$ cat config.mk
export PLATFORM = sky130hd
export DESIGN_NAME = can_fast_packet_reassembler
export DESIGN_NICKNAME = d
export VERILOG_FILES = /design/src/rtl/cfpr_pkg.sv /design/src/rtl/cfpr_ram.sv /design/src/rtl/can_fast_packet_reassembler.sv
export SDC_FILE = /design/constraint.sdc
export NUM_CORES = 2
export LEC_CHECK = 0
export ABC_AREA = 1
export CORE_MARGIN = 4
export CORE_UTILIZATION = 55
export CTS_CLUSTER_DIAMETER = 100
export DETAILED_ROUTE_END_ITERATION = 6
export DONT_BUFFER_PORTS = 1
export HOLD_SLACK_MARGIN = 0.1
export PLACE_DENSITY = 0.7
export SETUP_SLACK_MARGIN = 0.1
export SLEW_MARGIN = 20
export SYNTH_ARGS = -nofsm -noshare
export SYNTH_HDL_FRONTEND = slang
export SYNTH_SLANG_ARGS = --single-unit
export TNS_END_PERCENT = 5
$ cat constraint.sdc
create_clock -name aclk -period 14.5 [get_ports aclk]
set_input_delay 0.725 -clock aclk [delete_from_list [all_inputs] [get_ports aclk]]
set_output_delay 0.725 -clock aclk [all_outputs]
set_load 0.02 [all_outputs]
$ cat src/rtl/cfpr_pkg.sv
// types, codes and the fast-packet group list for the reassembler
package cfpr_pkg;

    typedef struct packed {
        logic        mode;
        logic [16:0] group_number;
        logic [3:0]  frame_len;
        logic [63:0] frame_bytes;
        logic [7:0]  ninth_byte;
        logic [7:0]  read_index;
    } in_t;

    typedef struct packed {
        logic [1:0]  status;
        logic [16:0] message_group;
        logic [7:0]  message_len;
        logic [7:0]  read_byte;
        logic [31:0] msgs_done;
        logic [31:0] seq_errors;
        logic [31:0] abandoned;
        logic [31:0] frames_seen;
    } out_t;

    localparam logic [1:0] ST_COMPLETE   = 2'd0;
    localparam logic [1:0] ST_ERROR      = 2'd1;
    localparam logic [1:0] ST_INCOMPLETE = 2'd2;

    localparam logic [3:0] FAST_LEN = 4'd9;
    localparam logic [7:0] SEQ_MASK = 8'h1f;

    localparam int FAST_GROUP_COUNT = 17;

    // some entries exceed 17 bits and can never match
    localparam logic [18:0] FAST_GROUPS [FAST_GROUP_COUNT] = '{
        19'd126464, 19'd126996, 19'd127489, 19'd128275, 19'd129540, 19'd129542,
        19'd129793, 19'd129794, 19'd129798, 19'd129802, 19'd129809, 19'd129810,
        19'd130935, 19'd130842, 19'd262161, 19'd262384, 19'd262386
    };

    function automatic logic is_fast_group(input logic [16:0] grp);
        logic hit;
        hit = 1'b0;
        for (int i = 0; i < FAST_GROUP_COUNT; i++) begin
            if ({2'b00, grp} == FAST_GROUPS[i]) begin
                hit = 1'b1;
            end
        end
        return hit;
    endfunction

endpackage

$ cat src/rtl/cfpr_ram.sv
// generic single-write, single-read ram with registered read data
module cfpr_ram #(
    parameter int WIDTH = 8,
    parameter int DEPTH = 256
) (
    input  logic                     aclk,
    input  logic                     we,
    input  logic [$clog2(DEPTH)-1:0] waddr,
    input  logic [WIDTH-1:0]         wdata,
    input  logic [$clog2(DEPTH)-1:0] raddr,
    output logic [WIDTH-1:0]         rdata
);

    logic [WIDTH-1:0] mem [DEPTH];

    always_ff @(posedge aclk) begin
        if (we) begin
            mem[waddr] <= wdata;
        end
        rdata <= mem[raddr];
    end

endmodule

$ cat src/rtl/can_fast_packet_reassembler.sv
// Fast-packet reassembler: one frame (or one buffer read) per beat, one result beat per input
// beat. The block takes a beat only when idle (s_ready high) and then works on it alone. The
// result of a mode-1 buffer read is registered out of the finish state after the decode and
// read states, and the next input beat can be taken in that same cycle. A frame takes one store
// step per slot of the single byte-wide write port of the payload buffer: 6 slots for a start
// frame, always 7 for a continuation frame (whether or not a byte is written there), frame_len
// slots for a single frame (up to 15), then a wrap-up step. An out-of-sequence frame has no
// slots and skips the wrap-up step. A result waiting for m_ready does not hold off the next
// input beat; the one after that waits until the result register frees up. Buffer positions
// wrap modulo BUFFER_DEPTH; reading a position never written returns an undefined byte.
module can_fast_packet_reassembler #(
    parameter int BUFFER_DEPTH = 256
) (
    input  logic          aclk,
    input  logic          aresetn,
    input  logic          s_valid,
    output logic          s_ready,
    input  cfpr_pkg::in_t s_data,
    output logic          m_valid,
    input  logic          m_ready,
    output cfpr_pkg::out_t m_data
);

    import cfpr_pkg::*;

    localparam int AW = $clog2(BUFFER_DEPTH);

    typedef enum logic [2:0] {
        S_IDLE,
        S_DECODE,
        S_READ,
        S_STORE,
        S_WRAP,
        S_FINISH
    } state_t;

    typedef enum logic [1:0] {
        K_START,
        K_MATCH,
        K_SINGLE
    } kind_t;

    state_t      state_reg, state_next;
    kind_t       kind_reg, kind_next;
    in_t         in_reg, in_next;
    logic [15:0] exp_idx_reg, exp_idx_next;
    logic [7:0]  wp_reg, wp_next;
    logic [7:0]  exp_len_reg, exp_len_next;
    logic [7:0]  asm_len_reg, asm_len_next;
    logic [16:0] done_group_reg, done_group_next;
    logic [1:0]  status_reg, status_next;
    logic [31:0] pkt_reg, pkt_next;
    logic [31:0] err_reg, err_next;
    logic [31:0] cnc_reg, cnc_next;
    logic [31:0] frm_reg, frm_next;
    logic [3:0]  byte_idx_reg, byte_idx_next;
    logic [3:0]  last_idx_reg, last_idx_next;
    logic [7:0]  rd_reg, rd_next;
    logic        m_valid_reg, m_valid_next;
    out_t        m_data_reg, m_data_next;

    logic        ram_we;
    logic [7:0]  ram_rdata;
    logic [7:0]  cur_byte;
    logic [7:0]  b0;
    logic [7:0]  b1;
    logic        fast_hit;
    logic        cancel_hit;

    assign b0         = in_reg.frame_bytes[7:0];
    assign b1         = in_reg.frame_bytes[15:8];
    assign fast_hit   = is_fast_group(in_reg.group_number) && (in_reg.frame_len == FAST_LEN);
    assign cancel_hit = (done_group_reg == 17'd0) && (status_reg == ST_INCOMPLETE);

    always_comb begin
        case (byte_idx_reg)
            4'd0, 4'd1, 4'd2, 4'd3, 4'd4, 4'd5, 4'd6, 4'd7: begin
                cur_byte = in_reg.frame_bytes[{byte_idx_reg[2:0], 3'b000} +: 8];
            end
            4'd8: begin
                cur_byte = in_reg.ninth_byte;
            end
            default: begin
                cur_byte = 8'd0;
            end
        endcase
    end

    assign ram_we = (state_reg == S_STORE) && ((kind_reg != K_MATCH) || (exp_len_reg > wp_reg));

    cfpr_ram #(
        .WIDTH(8),
        .DEPTH(BUFFER_DEPTH)
    ) u_ram (
        .aclk (aclk),
        .we   (ram_we),
        .waddr(AW'(wp_reg)),
        .wdata(cur_byte),
        .raddr(AW'(in_reg.read_index)),
        .rdata(ram_rdata)
    );

    always_comb begin
        state_next      = state_reg;
        kind_next       = kind_reg;
        in_next         = in_reg;
        exp_idx_next    = exp_idx_reg;
        wp_next         = wp_reg;
        exp_len_next    = exp_len_reg;
        asm_len_next    = asm_len_reg;
        done_group_next = done_group_reg;
        status_next     = status_reg;
        pkt_next        = pkt_reg;
        err_next        = err_reg;
        cnc_next        = cnc_reg;
        frm_next        = frm_reg;
        byte_idx_next   = byte_idx_reg;
        last_idx_next   = last_idx_reg;
        rd_next         = rd_reg;
        m_valid_next    = m_valid_reg && !m_ready;
        m_data_next     = m_data_reg;

        case (state_reg)
            S_IDLE: begin
                if (s_valid) begin
                    in_next    = s_data;
                    state_next = S_DECODE;
                end
            end
            S_DECODE: begin
                rd_next = 8'd0;
                if (in_reg.mode) begin
                    state_next = S_READ;
                end else if (fast_hit) begin
                    if ((b0 & SEQ_MASK) == 8'd0) begin
                        if (cancel_hit) begin
                            cnc_next = cnc_reg + 32'd1;
                        end
                        exp_len_next    = b1;
                        exp_idx_next    = 16'({8'd0, b0} + 16'd1);
                        wp_next         = 8'd0;
                        done_group_next = 17'd0;
                        status_next     = ST_INCOMPLETE;
                        byte_idx_next   = 4'd2;
                        last_idx_next   = 4'd7;
                        kind_next       = K_START;
                        state_next      = S_STORE;
                    end else if ({8'd0, b0} == exp_idx_reg) begin
                        status_next   = ST_INCOMPLETE;
                        byte_idx_next = 4'd1;
                        last_idx_next = 4'd7;
                        kind_next     = K_MATCH;
                        state_next    = S_STORE;
                    end else begin
                        exp_idx_next = 16'd0;
                        exp_len_next = 8'd0;
                        status_next  = ST_ERROR;
                        err_next     = err_reg + 32'd1;
                        frm_next     = frm_reg + 32'd1;
                        state_next   = S_FINISH;
                    end
                end else begin
                    if (cancel_hit) begin
                        cnc_next = cnc_reg + 32'd1;
                    end
                    wp_next       = 8'd0;
                    byte_idx_next = 4'd0;
                    last_idx_next = 4'(in_reg.frame_len - 4'd1);
                    kind_next     = K_SINGLE;
                    state_next    = (in_reg.frame_len == 4'd0) ? S_WRAP : S_STORE;
                end
            end
            S_READ: begin
                rd_next    = ram_rdata;
                state_next = S_FINISH;
            end
            S_STORE: begin
                if (ram_we) begin
                    wp_next = 8'(wp_reg + 8'd1);
                end
                byte_idx_next = 4'(byte_idx_reg + 4'd1);
                if (byte_idx_reg == last_idx_reg) begin
                    state_next = S_WRAP;
                end
            end
            S_WRAP: begin
                frm_next   = frm_reg + 32'd1;
                state_next = S_FINISH;
                case (kind_reg)
                    K_MATCH: begin
                        if (wp_reg == exp_len_reg) begin
                            asm_len_next    = exp_len_reg;
                            exp_len_next    = 8'd0;
                            done_group_next = in_reg.group_number;
                            status_next     = ST_COMPLETE;
                            pkt_next        = pkt_reg + 32'd1;
                        end else begin
                            exp_idx_next = 16'(exp_idx_reg + 16'd1);
                        end
                    end
                    K_SINGLE: begin
                        exp_idx_next    = 16'd0;
                        asm_len_next    = {4'd0, in_reg.frame_len};
                        exp_len_next    = 8'd0;
                        done_group_next = in_reg.group_number;
                        status_next     = ST_COMPLETE;
                        pkt_next        = pkt_reg + 32'd1;
                    end
                    default: begin
                    end
                endcase
            end
            S_FINISH: begin
                if (!m_valid_reg || m_ready) begin
                    m_valid_next = 1'b1;
                    m_data_next  = '{
                        status:        status_reg,
                        message_group: done_group_reg,
                        message_len:   asm_len_reg,
                        read_byte:     rd_reg,
                        msgs_done:     pkt_reg,
                        seq_errors:    err_reg,
                        abandoned:     cnc_reg,
                        frames_seen:   frm_reg
                    };
                    state_next   = S_IDLE;
                end
            end
            default: begin
                state_next = S_IDLE;
            end
        endcase
    end

    always_ff @(posedge aclk) begin
        if (!aresetn) begin
            state_reg      <= S_IDLE;
            exp_idx_reg    <= 16'd0;
            wp_reg         <= 8'd0;
            exp_len_reg    <= 8'd0;
            asm_len_reg    <= 8'd0;
            done_group_reg <= 17'd0;
            status_reg     <= ST_COMPLETE;
            pkt_reg        <= 32'd0;
            err_reg        <= 32'd0;
            cnc_reg        <= 32'd0;
            frm_reg        <= 32'd0;
            m_valid_reg    <= 1'b0;
        end else begin
            state_reg      <= state_next;
            exp_idx_reg    <= exp_idx_next;
            wp_reg         <= wp_next;
            exp_len_reg    <= exp_len_next;
            asm_len_reg    <= asm_len_next;
            done_group_reg <= done_group_next;
            status_reg     <= status_next;
            pkt_reg        <= pkt_next;
            err_reg        <= err_next;
            cnc_reg        <= cnc_next;
            frm_reg        <= frm_next;
            m_valid_reg    <= m_valid_next;
        end
        kind_reg     <= kind_next;
        in_reg       <= in_next;
        byte_idx_reg <= byte_idx_next;
        last_idx_reg <= last_idx_next;
        rd_reg       <= rd_next;
        m_data_reg   <= m_data_next;
    end

    assign s_ready = (state_reg == S_IDLE);
    assign m_valid = m_valid_reg;
    assign m_data  = m_data_reg;

endmodule

* Yosys cells after proc, flatten, opt, wreduce, memory -nomap -nowiden *
Memory sizes are Yosys's and may differ from the RTL's. A register that Yosys moved wholly into a read port is not among the register bits.
Cells that the tools add are included.
Widths: inputs -> output; s select.

word-level totals
  bits in registers = 474
  latch bits = 0
  memory bits (writable) = 2048
  ROM bits = 0
  input bits = 106
  word-level logic and storage cells = 217
  memories kept = 1

cells by class
  add/sub/neg operators = 9
  multipliers = 0
  div/mod/pow operators = 0
  order comparisons = 1
  equality and inequality tests = 53
  shift-type cells = 1
  mux-type cells = 83
  bitwise gates (word level) = 4
  reduce and logical (&&, ||, !) cells = 34

memory list
  memory     depth  width  rd ports  clocked after Yosys merged registers in  wr ports  RTL line        text
  u_ram.mem  256    8      1         1                                        1         cfpr_ram.sv:14  logic [WIDTH-1:0] mem [DEPTH];

operators with widths
  kind                   number
  $mux 32                8
  $eq 17x17->1 const B   14
  $add 32x1->32 const B  4
  $pmux 32 s2            2
  $pmux 8 s2             6
  $mux 16                5
  $mux 8                 10
  $mux 17                4
  $pmux 17 s2            2
  $pmux 16 s2            2
  $shiftx 64x7->8        1
  $mux 4                 7
  $mux 3                 8
  $mux 1                 18
  $ne 2x2->1 const B     9
  $reduce_and 6->1       3
  $logic_not 17->1       1
  $add 16x1->16 const B  1
  $eq 4x3->1 const B     4
  $eq 8x16->1            1
  $pmux 3 s5             1
  $reduce_and 3->1       5
  $reduce_and 5->1       3
  $mux 2                 7
  34 further kinds       59

* Depth between registers and ports, before layout *
  word-level depth = 19
  mapped depth = 17

* By module *
A second synthesis with hierarchy kept.

unflattened totals
  cell total of the unflattened synthesis = 9246
  area total of the unflattened synthesis = 104053.5 µm²

modules (own cells, without submodules)
  module                       times used  cells each  area an instance (µm²)
  cfpr_ram                     1           7003        83396.2
  can_fast_packet_reassembler  1           2243        20657.3

* Least setup slack after synthesis *
OpenSTA, ideal clock, no wires.

  path kind = register -> register
  start point = register byte_idx_reg[0]
  end point = memory u_ram.mem[0][0], data pin
  library setup time = 2190 ps
  arrival = 11149 ps
  required time = 12310 ps
  setup slack = 1161 ps
  cell stages (with the launch flop) = 6
  buffers on the path = 1
  period minus slack after synthesis = 13339 ps
  path through = edfxtp_1 > inv_1 > clkbuf_1 > ha_1 > nand3_1 > o21ai_0

between the ends
  cells in the longest elaborated chain, start to end = 3
  elaborated cells on any way between the ends = 12
  those cells by class = 8 x eq/ne; 1 x shift; 1 x mux; 2 x reduce/logical

RTL lines
  what                                                                     RTL line                            text
  from (decl)                                                              can_fast_packet_reassembler.sv:56   logic [3:0] byte_idx_reg, byte_idx_next;
  from (signal assigned)                                                   can_fast_packet_reassembler.sv:265  byte_idx_reg <= byte_idx_next;
  parallel branches: the longest is 2 deep, another holds $shiftx 64x7->8  n/a
  $pmux 8 s2 (*)                                                           can_fast_packet_reassembler.sv:76   case (byte_idx_reg)
  named net cur_byte[0]                                                    can_fast_packet_reassembler.sv:64   logic [7:0] cur_byte;
  to (decl)                                                                cfpr_ram.sv:14

Mark *: on every way through the listed nets, which the timed path passes.

==> flow_metrics.env <==
export IMPL_pwr_share_clk=0.360
export IMPL_dp_slack_ns=9.02
export IMPL_largest_reg_flops=2048
export IMPL_grt_pass1_wl_um=414000
export IMPL_antenna_found_initial=15
export IMPL_drive_above_1_share=0.0601
export IMPL_cts_setup_buffers=0
export IMPL_cts_buffers=236
export IMPL_row_count=157
export IMPL_synthArstFlopShare=0
export IMPL_max_freq_ghz=0.193
export IMPL_p_switching_mw=4.84
export IMPL_r2r_end="u_ram.rdata[3]"
export IMPL_initialDrtViolationCount=9078
export IMPL_power_density_nw_per_um2=155
export IMPL_combPwrFrac=0.142
export IMPL_ir_worst_vdd_v=0.000132
export IMPL_switching_share=0.277
export IMPL_io_pins=271
export IMPL_cts_sinks=2530
export IMPL_clock_latency_ns=0.90
export IMPL_cp_required_ns=15.34
export IMPL_final_max_slew_viol_count=0
export IMPL_fin_ws_ns=9.32
export IMPL_vias=69700
export IMPL_multi_input_area_um2=25000
export IMPL_core_area_um2=184000
export IMPL_grt_busiest_layer="met2"
export IMPL_firstDrtPassIters=6
export IMPL_tritoncts="built"
export IMPL_syn_inst=8627
export IMPL_use_met2=0.442
export IMPL_timing_rr_start="in_reg[0]"
export IMPL_syn_area_um2=102000
export IMPL_dieArea_um2=192000
export IMPL_start_util=0.554
export IMPL_dp_cells=10600
export IMPL_worst_pin_slew_ns=1.24
export IMPL_status="complete, no violations"
export IMPL_postLayoutCellArea_um2=113000
export IMPL_yosys_cell_count_top_type="edfxtp_1"
export IMPL_cts_resized=0
export IMPL_max_slew_margin_rel=0.176
export IMPL_arrival_ns=6.02
export IMPL_fillers=14000
export IMPL_cts_root_buf="clkbuf_16"
export IMPL_hold_violations=0
export IMPL_dieHeight_um=438
export IMPL_antenna_left=0
export IMPL_period_needed_ns=5.18
export IMPL_path_clk_slew_ns=0.07
export IMPL_synth_top_cell_area_share=0.687
export IMPL_place_gp_congestion=0.908
export IMPL_r2r_slack_ns=9.32
export IMPL_tns_ns=0
export IMPL_grt_usage=0.282
export IMPL_synth_top_area_cell="edfxtp_1"
export IMPL_hold_path_class="in2reg"
export IMPL_synth_area_per_cell_um2=11.8
export IMPL_crit_end="u_ram.rdata[3]"
export IMPL_synth_ff_type="edfxtp_1"
export IMPL_seqCellArea_um2=74000
export IMPL_clockBufferDepth=3
export IMPL_grt_overflow=0
export IMPL_crit_start="in_reg[0]"
export IMPL_vias_per_cell=6.23
export IMPL_netlist_top_cells_area="edfxtp_1 (69%), nor2_1 (5.5%), o21ai_0 (5.4%)"
export IMPL_drv_cap=0
export IMPL_netlist_cell_type_count=48
export IMPL_power_frac_seq=0.498
export IMPL_routed_wl_um=278000
export IMPL_finalSetupViolCount=0
export IMPL_clock_skew_ns=0.0549
export IMPL_grtUsageMet1=0.390
export IMPL_p_leak_nw=36.7
export IMPL_grt_pass1_vias=65900
export IMPL_die_width_um=438
export IMPL_synth_warnings=0
export IMPL_ys_ff_latch=2530
export IMPL_rsz0062_at_grt="no"
export IMPL_stdcell_count=11200
export IMPL_critPathKind="reg2reg"
export IMPL_p_int_mw=12.6
export IMPL_area_delta_synth_final_pct=10.8
export IMPL_placed_area_um2=104000
export IMPL_syn_nets=8759
export IMPL_ys_seq_area_frac=0.726
export IMPL_fin_crit_sh=0.357
export IMPL_start_kind="register"
export IMPL_holdBufCountCts=105
export IMPL_portBuffers=0
export IMPL_wl_per_cell_um=24.9
export IMPL_synth_edf_count=2331
export IMPL_path_max_fanout=236
export IMPL_endpoint_kind="register"
export IMPL_drc=0
export IMPL_dpl_hpwl_um=156000
export IMPL_finalNetCount=8644
export IMPL_met3_usage=0.0536
export IMPL_r2r_cells=14
export IMPL_cts_max_level=4
export IMPL_grt_max_degree=252
export IMPL_synth_common_cells="edfxtp_1 (2331), nor2_1 (1499), o21ai_0 (1092)"
export IMPL_p_total_mw=17.5
cell usage in the layout (no fill, tap or decap), drive strengths merged, types with 4 or more instances in the layout:
| cell type | netlist | layout |
|---|---|---|
| inv | 236 | 249 |
| xnor2 | 23 | 23 |
| edfxtp | 2331 | 2331 |
| diode | 0 | 9 |
| clkinv | 2 | 86 |
| bufinv | 0 | 24 |
| clkbuf | 435 | 309 |
| o211ai | 5 | 5 |
| dlygate4sd3 | 0 | 104 |
| nand3 | 617 | 617 |
| nor3 | 83 | 83 |
| nand2 | 1068 | 1068 |
| clkinvlp | 0 | 16 |
| nor4 | 27 | 27 |
| dfxtp | 199 | 199 |
| a21oi | 173 | 173 |
| buf | 113 | 91 |
| o21bai | 6 | 6 |
| o22ai | 488 | 488 |
| a31oi | 11 | 11 |
| nand4 | 79 | 79 |
| o221ai | 11 | 11 |
| nor3b | 8 | 8 |
| xor2 | 50 | 50 |
| o21ai | 1106 | 1106 |
| ha | 26 | 26 |
| nor2 | 1512 | 1512 |
| o21a | 4 | 4 |
how the worst min path moves through the flow:
stage / startpoint / end / slack [ns] / depth (start not counted)
2_1_floorplan: rd_reg[0] / m_data[128] / 0.40 / 0
3_3_place_gp: rd_reg[1] / m_data[129] / 0.41 / 0
3_5_place_dp: rd_reg[3] / m_data[131] / 0.40 / 0
4_1_cts: aresetn / err_reg[27] / 0.18 / 3
5_1_grt: aresetn / err_reg[12] / 0.23 / 3
6_report: aresetn / err_reg[9] / 0.25 / 3
cell type report:
cell class,instances,area share
flip-flops and latches,2530,0.655
inverters,238,0.00819
repair buffers,195,0.0171
clock inverters,137,0.0136
diodes,9,0.000200
clock buffers,309,0.0565
well taps,2464,0.0273
multi-input cells,5311,0.222
per-stage QoR:
stage	utilization	hold slack, ns
after global routing	0.614	0.226
after detailed placement	0.565	0.405
after CTS	0.614	0.181
after global placement	0.565	0.409
final	0.615	0.246
after floorplan	-	0.400
critical path, stage by stage (launching register included):
cell and delay (ns):
edfxtp_1 0.51, clkinv_8 0.52, buf_12 0.63, buf_6 0.78, buf_4 0.85, o21ai_0 0.17, o22ai_1 0.21, nand2_1 0.10
nand3_1 0.16, nand3_1 0.09, nand3_1 0.16, nand3_1 0.09, nand2_1 0.09, nand2_1 0.06, nand2_1 0.09
cells by family (layout without fill, tap and decap cells):
kind of cell	after synthesis	after routing	synth area share
buffers and inverters	786	879	0.0298
DFF	2530	2530	0.726
and+or+nand+nor	3402	3402	0.138
adders and majority gates	26	26	0.00319
other	0	9	0
xor gates and xnor gates	73	73	0.00628
AOI/OAI and AO/OA	1810	1810	0.0962
power groups by stage:
stage	Clock (mW)	Sequential, mW	Combinational (mW)
detailed placement	0	8.84	2.38
global placement	0	8.84	2.33
finish	6.29	8.70	2.47
CTS	6.34	8.69	2.42
floorplan	0	9.17	1.44
global route	6.66	8.70	2.64
layer usage:
| layer | vias up | routed length (um) |
|---|---|---|
| met4 | 4 | 12300 |
| met3 | 623 | 28600 |
| met1 | 34100 | 108000 |
| met5 | - | 25 |
| met2 | 4031 | 129000 |
| li1 | 30900 | - |
No activity file was read; power rests on OpenSTA's default activity.
